===== src/design/hcs_ram.sv =====
`timescale 1ns / 1ps
module hcs_ram #(
    parameter int WIDTH = 16,
    parameter int DEPTH = 64
) (
    input  logic                     aclk,
    input  logic                     we,
    input  logic [$clog2(DEPTH)-1:0] waddr,
    input  logic [WIDTH-1:0]         wdata,
    input  logic                     re,
    input  logic [$clog2(DEPTH)-1:0] raddr,
    output logic [WIDTH-1:0]         rdata
);

    logic [WIDTH-1:0] mem_reg [DEPTH];
    logic [WIDTH-1:0] rdata_reg;

    always_ff @(posedge aclk) begin
        if (we) begin
            mem_reg[waddr] <= wdata;
        end
        if (re) begin
            rdata_reg <= mem_reg[raddr];
        end
    end

    assign rdata = rdata_reg;

endmodule


===== config.mk =====
export PLATFORM = sky130hd
export DESIGN_NAME = hcs_ram
export DESIGN_NICKNAME = d
export VERILOG_FILES = /design/src/design/hcs_ram.sv
export SDC_FILE = /design/constraint.sdc
export NUM_CORES = 1
export LEC_CHECK = 0
export BUFFER_PORTS_ARGS = -buffer_cell sky130_fd_sc_hd__buf_2
export CAP_MARGIN = 15
export CORE_MARGIN = 3
export CORE_UTILIZATION = 55
export CTS_BUF_LIST = sky130_fd_sc_hd__clkbuf_4 sky130_fd_sc_hd__clkbuf_8 sky130_fd_sc_hd__clkbuf_16
export DETAILED_ROUTE_END_ITERATION = 7
export PLACE_DENSITY = 0.7
export SYNTH_ARGS = -nofsm -noshare
export SYNTH_HDL_FRONTEND = slang
export SYNTH_SLANG_ARGS = --single-unit

===== constraint.sdc =====
create_clock -name aclk -period 6.7 [get_ports aclk]
set_input_delay 0.335 -clock aclk [delete_from_list [all_inputs] [get_ports aclk]]
set_output_delay 0.335 -clock aclk [all_outputs]
set_load 0.005 [all_outputs]

# Word level (Yosys, flattened, before mapping)
# Memories as Yosys holds them, arrays and structs flattened. A register that Yosys moved wholly into a read port is not among the register bits.
# Cells that the tools add are included.
# word_totals
ramBits	1024
reg_bits	0
mem_count	1
in_bits	31
word_cells	3
out_inout_bits	16
# mem_list
memory	depth	word_bits	rd	rd_clocked_by_memory_dff	wr	line	source
mem_reg	64	16	1	1	1	15	logic [WIDTH-1:0] mem_reg [DEPTH];
# op_classes
muxes	2
# op_table
op	n
1-bit 2-to-1 mux	2

# Logic depth before layout (Yosys ltp)
# Gate-level depths: netlist of run 1.
# logic_depth
depth_word	2
depth_mapped	10

# Worst setup path after synthesis of run 1
# OpenSTA, ideal clock, no wires.
# synth_timing
path_type	in2reg
from	in waddr[3]
to	mem mem_reg[48][0], enable pin
path_slack_ns	4.330
t_required_ns	6.291
arrival_time_ns	1.961
cell_stages	4
cell_sequence	clkbuf_1 nor2b_1 nand4b_1 nor3_1
# synth_lines
element	line	source
start: declaration	8	input logic [$clog2(DEPTH)-1:0] waddr,
end: declaration	15	
# Straight into the memory's write port.

==> results of run 1 <==
## worst register-to-register path, delay by kind of cell, from the launching register on
family          cells  cell delay (ns)
simple gates        1             0.15
mux                 1             0.48
flops               1             0.36
compound gates      3             1.05
## final cells by class
type	count	area, um2
Antenna cell	4	10.0
Clock buffer	119	2660
Clock inverter	60	577
Fill cell	4723	27000
Multi-Input combinational cell	685	8290
Sequential cell	1040	31200
Tap cell	950	1190
Timing Repair Buffer	132	1000
## cells in the mapped netlist, types with 6 or more instances
library cell,instances
edfxtp_1,1040
mux4_2,220
mux2i_1,85
nor2_1,72
nand2_1,59
a22oi_1,39
buf_2,36
nor2b_1,30
mux2_2,27
clkbuf_1,24
nand3_1,24
a21oi_1,17
buf_6,17
a221oi_1,16
buf_4,13
nand4_1,12
a211o_1,8
a211oi_1,8
a311oi_1,8
a31oi_1,8
a221o_1,6
a22o_1,6
## layout by cell type (no fill, tap or decap), types with 24 or more instances in the layout
cell	count
edfxtp_1	1040
mux4_2	220
clkbuf_16	101
mux2i_1	85
buf_4	79
nor2_1	63
nand2_1	59
buf_2	43
a22oi_1	39
nor2b_1	27
mux2_2	27
clkinv_2	25
nand3_1	24
## per-layer routing
layer | routed length [um] | global-route usage [%]
met5 | 26 | 0
met4 | 3080 | 7.88
met1 | 36100 | 34.6
met3 | 8370 | 5.27
met2 | 45600 | 39.1
## cells by family after synthesis
kind of cell	after synthesis	synth area share, %
multiplexers	336	15.5
flip-flops	1040	77.7
AND/OR/NAND/NOR	220	2.64
buffers and inverters	104	1.82
AO/OA/AOI/OAI	129	2.40
## stage by stage
step	instances	power [mW]	worst slack, ns
after global placement	2802	8.00	3.12
after detailed placement	2802	8.02	3.03
final	2990	13.4	3.70
after floorplan	1829	7.74	4.33
after CTS	2981	13.5	3.72
after global routing	2986	13.8	3.61
## where the power goes
group	internal, mW	leakage, nW	switching [mW]
clock	3.25	1.63	2.29
combinational	0.231	3.27	0.413
sequential	7.22	9.37	0.0227
## worst max path at each step
stage	from	to	slack, ns	cells past startpoint
floorplan	waddr[3]	mem_reg[48][0]	4.33	4
CTS	raddr[2]	rdata[0]	3.72	6
global route	raddr[2]	rdata[0]	3.61	6
finish	raddr[2]	rdata[8]	3.70	7
detailed placement	raddr[2]	rdata[0]	3.03	6
global placement	raddr[2]	rdata[0]	3.12	6
==> flow_summary.json, run 1 <==
{
  "routed_wl_mm": 93.2,
  "ys_types": 42,
  "setup-violations-final": 0,
  "port-buffer-count": 46,
  "timing.rr.end": "rdata[15]",
  "worstPathRequired_ns": 7.08,
  "drive_gt1_share_pct": 27.5,
  "avgRoutedWirePerCell_um": 31.2,
  "drt_first_pass_iters": 5,
  "maxCapViolCount": 0,
  "reg2reg_depth": 5,
  "period_share_pct": 44.8,
  "power.density_nw_per_um2": 299,
  "worst_setup_path_end_kind": "flip-flop",
  "postLayoutCellArea_um2": 45000,
  "syn_inst": 1829,
  "relSlewSlack_pct": 25.5,
  "hold-path-cell-count": 1,
  "drv_slew": 0,
  "fmax_ghz": 0.333,
  "crit_slowest_cell": "buf_4",
  "synth_top_cell_area_share_pct": 77.7,
  "vias": 19384,
  "clockRootBuffer": "clkbuf_16",
  "start_util_pct": 55.9,
  "cts_tree": "yes",
  "arrival_ns": 3.38,
  "finalClockSkew_ns": 0.0162,
  "status": "complete, no violations",
  "grt_first_pass_wirelength_mm": 136,
  "synth_nets": 1860,
  "cp_max_fo": 86,
  "grt_pass1_vias": 19361,
  "syn_area_per_cell_um2": 22.0,
  "grt_max_degree": 87,
  "startpoint_type": "input port",
  "cpLargestDelayFamily": "buffers and inverters",
  "p_leak_nw": 14.3,
  "synth-edff-count": 1040,
  "cts_resized": 0,
  "antenna_found_initial": 7,
  "dieArea_um2": 76400,
  "fin_util_pct": 62.5,
  "syn_area_um2": 40200,
  "viasPerCell": 6.48,
  "die_w_um": 276,
  "ys_seq_elements": 1040,
  "worstHoldPathType": "in -> reg",
  "num_rows": 98,
  "ant_nets": 0,
  "hold_viol": 0,
  "path_cells": "clkbuf_8 > buf_4 > and2_1 > a221o_1 > o21ai_1 > a21oi_1 > nor4_2",
  "crit_type": "in -> reg",
  "rsz0062_at_grt": "false",
  "clk_pin_slew_worst_paths_ns": 0.06,
  "drtIter0Drc": 2332,
  "async_reset_ff_share_pct": 0,
  "ioPinCount": 47,
  "cts_setup_buffers": 0,
  "final_nets": 1989,
  "hold_buffers": 0,
  "reg2reg_setup_slack_ns": 4.35,
  "htreeDepth": 3,
  "post-route-min-period_ns": 3.00,
  "r2r-start": "mem_reg[11][15]",
  "worstMarginPinSlew_ns": 1.12,
  "cts_buffers": 99,
  "hold_path_end": "mem_reg[10][4]",
  "coreArea_um2": 72000,
  "setup_tns_ns": 0,
  "ys_warn_count": 0,
  "whs_ns": 0.136,
  "fp.dieH_um": 276,
  "largest_register_ffs": 1024,
  "vdd_ir_drop_max_v": 0.000226,
  "ys_top_cells_by_area": "edfxtp_1 78%, mux4_2 12%, mux2i_1 2.1%",
  "gp_congestion": 0.840,
  "cts.sinks": 1040,
  "synthToLayoutAreaGrowth_pct": 11.8,
  "clockBufferDepth": 3,
  "grt-ovfl-total": 0,
  "worstSkewPairLatency_ns": 0.65,
  "post_dp_cell_area_um2": 41600,
  "hp-start": "wdata[4]",
  "synth_ff_type": "edfxtp_1",
  "synth_top_cell_by_area": "edfxtp_1",
  "grt_use_total_pct": 24.6,
  "drc": 0,
  "cpPeakStageDelay_ns": 0.83,
  "dpl.hpwl_mm": 52.7,
  "seq_area_frac_synth_pct": 77.7,
  "crit_buf_inv": 2
}
No activity file was read; power rests on OpenSTA's default activity.
==> run 2, diff against run 1 <==
Settings changed: PLACE_DENSITY 0.7 to 0.73.
Clock period 6.7 ns to 2.4 ns, I/O delays scaled along.
==> run 2 against run 1 <==
Against the previous run: worst setup slack got worse by 3.5 ns; utilization grew 1.7 points; highest routed layer unchanged; cell count increased by 4.3%.
==> flow_summary.json, run 2 (synthesis results as in run 1) <==
{
  "finish.cell_count_without_fillers": 3118,
  "port-buffer-count": 46,
  "dpl.hpwl_mm": 57.9,
  "cts_resized": 0,
  "placed_cells": 2919,
  "cts_setup_buffers": 0,
  "drive_gt1_share_pct": 30.8,
  "crit_type": "reg -> reg",
  "htreeDepth": 3,
  "grt-ovfl-total": 0,
  "worstPathRequired_ns": 2.77,
  "grt_pass1_vias": 20355,
  "p_leak_nw": 15.0,
  "vias": 19842,
  "endpoint": "rdata[11]",
  "avgRoutedWirePerCell_um": 30.2,
  "most-common-layout-cells": "1040 x edfxtp_1, 220 x mux4_2, 172 x buf_4",
  "arrival_ns": 2.60,
  "dieArea_um2": 76400,
  "viasPerCell": 6.36,
  "drt_first_pass_iters": 5,
  "reg2reg_depth": 5,
  "finalClockSkew_ns": 0.0147,
  "post-route-min-period_ns": 2.23,
  "fin_total_pwr_mw": 38.2,
  "power.density_nw_per_um2": 827,
  "fmax_ghz": 0.448,
  "cts.sinks": 1040,
  "gp_congestion": 0.854,
  "coreArea_um2": 72000,
  "grt_use_total_pct": 24.9,
  "vdd_ir_drop_max_v": 0.000732,
  "ioPinCount": 47,
  "worstMarginPinSlew_ns": 0.856,
  "clk_pin_slew_worst_paths_ns": 0.06,
  "num_rows": 98,
  "crit_start": "mem_reg[61][11]",
  "cts_tree": "yes",
  "period_share_pct": 92.9,
  "setup_tns_ns": 0,
  "antenna_found_initial": 5,
  "drc": 0,
  "worstSkewPairLatency_ns": 0.66,
  "path_cells": "mux4_2 > mux2_2 > a221oi_1 > buf_4 > a311oi_1",
  "hold_viol": 0,
  "grt_max_degree": 65,
  "hold_buffers": 6,
  "clockRootBuffer": "clkbuf_16",
  "maxCapViolCount": 0,
  "worstHoldPathType": "in -> reg",
  "timing.rr.end": "rdata[11]",
  "fp.dieH_um": 276,
  "reg2reg_setup_slack_ns": 0.17,
  "r2r-start": "mem_reg[61][11]",
  "final_common_cell": "edfxtp_1",
  "ant_nets": 0,
  "largest_register_ffs": 1024,
  "startpoint_type": "flip-flop",
  "clockBufferDepth": 3,
  "cp_max_fo": 1,
  "cts_buffers": 102,
  "start_util_pct": 55.9,
  "whs_ns": 0.0138,
  "worst_setup_path_end_kind": "flip-flop",
  "relSlewSlack_pct": 42.9,
  "rsz0062_at_grt": "false",
  "status": "complete, no violations",
  "drtIter0Drc": 2540,
  "cpPeakStageDelay_ns": 0.55,
  "die_w_um": 276,
  "routed_wl_mm": 94.0,
  "drv_slew": 0,
  "grt_first_pass_wirelength_mm": 139,
  "final_nets": 2110,
  "crit_slowest_cell": "a221oi_1",
  "setup-violations-final": 0,
  "synthToLayoutAreaGrowth_pct": 14.9
}
[run 2: cell types whose count changed in the layout (fill, tap and decap cells not counted), sizes merged]
| cell | change |
|---|---|
| buf | +112 |
| clkinvlp | +2 |
| inv | -1 |
| diode | -1 |
| clkinv | +2 |
| dlygate4sd3 | +6 |
| clkbuf | +8 |
[run 2: power breakdown]
group	leakage [nW]	switching (mW)	internal, mW
combinational	3.93	1.19	0.801
sequential	9.37	0.0491	20.1
clock	1.70	6.55	9.48
total	15.0	7.79	30.4
[run 2: how the worst min path moves through the flow]
| stage | from | end | slack (ns) | depth (start not counted) |
|---|---|---|---|---|
| final | wdata[13] | mem_reg[2][13] | 0.01 | 1 |
| after global routing | wdata[9] | mem_reg[30][9] | 0.03 | 1 |
| after CTS | wdata[13] | mem_reg[29][13] | 0.01 | 1 |
| after detailed placement | wdata[0] | mem_reg[32][0] | 0.51 | 1 |
| after global placement | wdata[0] | mem_reg[32][0] | 0.50 | 1 |
| after floorplan | wdata[0] | mem_reg[0][0] | 0.22 | 0 |
[run 2: final cells by class]
type | instances | area, um2
Sequential cell | 1040 | 31200
Antenna cell | 3 | 7.51
Clock buffer | 127 | 2810
Multi-Input combinational cell | 685 | 8250
Tap cell | 950 | 1190
Timing Repair Buffer | 250 | 2130
Fill cell | 4610 | 25800
Clock inverter | 63 | 598
[run 2: metrics by stage]
stage	worst slack (ns)	utilization (%)	instance area (um2)
final	0.169	64.2	46200
after global routing	0.153	64.2	46200
after CTS	0.227	64.2	46200
after detailed placement	-0.184	59.4	42700
after global placement	-0.180	59.4	42700
after floorplan	0.245	-	40200
[run 2: worst max-delay path, delay by kind of cell, from the launching register on]
kind                   cells  cell delay [ns]
muxes                      2             0.75
buffers and inverters      1             0.24
DFF                        1             0.37
AOI/OAI and AO/OA          2             0.59
[run 2: routing by layer]
layer	part of all wire [%]	GRT usage [%]
met1	38	35.2
met2	49	39.8
met3	9.1	5.02
met4	3.1	7.65
met5	0.027	0
==> run 3, diff against run 2 <==
Settings changed: CORE_UTILIZATION 55 to 56, PLACE_DENSITY 0.73 to 0.74.
==> run 3 against run 2 <==
Against the previous run: sequential power is essentially flat; cell area hardly changed; clock skew increased by 0.014 ns; critical endpoint is now rdata[0]; total power hardly changed; critical path type unchanged; combinational power about the same; utilization up 1.3 points.
==> flow_summary.json, run 3 (synthesis results as in run 1) <==
{
  "final_common_cell": "edfxtp_1",
  "cts_resized": 0,
  "largest_register_ffs": 1024,
  "viasPerCell": 6.43,
  "cts_tree": "yes",
  "crit_buf_inv": 1,
  "final_nets": 2120,
  "num_rows": 97,
  "grt_max_degree": 65,
  "path_cells": "mux4_2 > mux2_2 > a221oi_1 > buf_4 > a311oi_1",
  "finalClockSkew_ns": 0.0289,
  "worstPathRequired_ns": 2.79,
  "cpLargestDelayFamily": "multiplexers",
  "status": "complete, no violations",
  "drc": 0,
  "vdd_ir_drop_max_v": 0.000656,
  "worstMarginPinSlew_ns": 1.04,
  "fmax_ghz": 0.453,
  "relSlewSlack_pct": 30.5,
  "drv_slew": 0,
  "synthToLayoutAreaGrowth_pct": 15.0,
  "arrival_ns": 2.60,
  "worst_setup_path_end_kind": "flip-flop",
  "cpPeakStageDelay_ns": 0.53,
  "avgRoutedWirePerCell_um": 30.8,
  "vias": 20037,
  "grt-ovfl-total": 0,
  "cts_buffers": 100,
  "whs_ns": 0.0509,
  "crit_slowest_cell": "a221oi_1",
  "crit_cells": 5,
  "period_share_pct": 92.0,
  "grt_use_total_pct": 26.4,
  "fp.dieH_um": 274,
  "hold-path-cell-count": 1,
  "routed_wl_mm": 95.8,
  "rsz0062_at_grt": "false",
  "dpl.hpwl_mm": 58.0,
  "drive_gt1_share_pct": 30.9,
  "ioPinCount": 47,
  "drtIter0Drc": 2934,
  "drt_first_pass_iters": 5,
  "htreeDepth": 3,
  "cp_max_fo": 1,
  "dieArea_um2": 75000,
  "maxCapViolCount": 0,
  "gp_congestion": 0.828,
  "p_leak_nw": 15.0,
  "clockRootBuffer": "clkbuf_16",
  "post-route-min-period_ns": 2.21,
  "crit_type": "reg -> reg",
  "die_w_um": 274,
  "startpoint_type": "flip-flop",
  "start_util_pct": 57.0,
  "worstSkewPairLatency_ns": 0.66,
  "antenna_found_initial": 7,
  "grt_first_pass_wirelength_mm": 142,
  "clk_pin_slew_worst_paths_ns": 0.06,
  "port-buffer-count": 46,
  "ant_nets": 0,
  "reg2reg_depth": 5,
  "coreArea_um2": 70500,
  "hold_viol": 0,
  "grt_pass1_vias": 20403,
  "postLayoutCellArea_um2": 46200,
  "worstHoldPathType": "in -> reg",
  "post_dp_cell_area_um2": 42700,
  "setup-violations-final": 0,
  "cts.sinks": 1040,
  "power.density_nw_per_um2": 827,
  "most-common-layout-cells": "1040 x edfxtp_1, 220 x mux4_2, 186 x buf_4",
  "clockBufferDepth": 3,
  "num-fill-cells": 4378
}
==> run 3: cell count changes in the layout (fill, tap and decap cells not counted), sizes merged <==
cell	delta
dlygate4sd3	+2
clkinvlp	+5
buf	+10
diode	+1
clkinv	-6
inv	+2
clkbuf	-10
bufinv	+2
==> run 3: timing repair <==
item / CTS / global route
endpoints found under the hold margin: 223 / 0
hold buffers: 8 / 0
setup endpoints to repair: 0 / 0
setup buffers: 0 / 0
==> run 3: worst register-to-register path: cells and delay by family, from the launching register on <==
kind            cells  cell delay [ns]
compound gates      2             0.57
mux                 2             0.80
flops               1             0.38
buf+inv             1             0.20
==> run 3: where the power goes <==
group / switching (mW) / total, mW / internal, mW
logic: 1.21 / 2.01 / 0.803
registers: 0.0558 / 20.2 / 20.1
clock network: 6.63 / 16.0 / 9.40
==> run 3: cell type report <==
| cell class | instances | area [um2] | share of cell area, % |
|---|---|---|---|
| multi-input cells | 685 | 8250 | 17.8 |
| repair buffers | 262 | 2170 | 4.70 |
| diodes | 4 | 10.0 | 0.0217 |
| well taps | 940 | 1180 | 2.54 |
| flip-flops and latches | 1040 | 31200 | 67.6 |
| clock buffers | 117 | 2680 | 5.80 |
| clock inverters | 66 | 698 | 1.51 |
==> run 3: through the flow <==
| stage | instances | TNS (ns) | total power, mW | setup WS, ns | utilization [%] |
|---|---|---|---|---|---|
| 2_1_floorplan | 1829 | 0 | 21.6 | 0.245 | - |
| 3_3_place_gp | 2919 | -0.241 | 22.5 | -0.143 | 60.6 |
| 3_5_place_dp | 2919 | -0.367 | 22.6 | -0.202 | 60.6 |
| 4_1_cts | 3110 | 0 | 38.4 | 0.144 | 65.5 |
| 5_1_grt | 3111 | 0 | 39.2 | 0.111 | 65.5 |
| 6_report | 3114 | 0 | 38.2 | 0.193 | 65.5 |
==> run 3: layer usage <==
layer | share of wire, % | vias to the layer above | global-route usage (%) | wire length (um)
li1 | - | 8213 | - | -
met1 | 38 | 10476 | 37.8 | 36600
met2 | 48 | 1145 | 40.8 | 45800
met3 | 10 | 195 | 5.68 | 9890
met4 | 3.7 | 8 | 9.43 | 3520
met5 | 0.056 | - | 0 | 54
==> run 3: final timing paths <==
| check | startpoint | endpoint | slack [ns] |
|---|---|---|---|
| min | wdata[5] | mem_reg[0][5] | 0.05 |
| max reg2reg | mem_reg[63][0] | rdata[0] | 0.19 |
| max | mem_reg[63][0] | rdata[0] | 0.19 |
| min reg2reg | mem_reg[32][2] | rdata[2] | 0.97 |
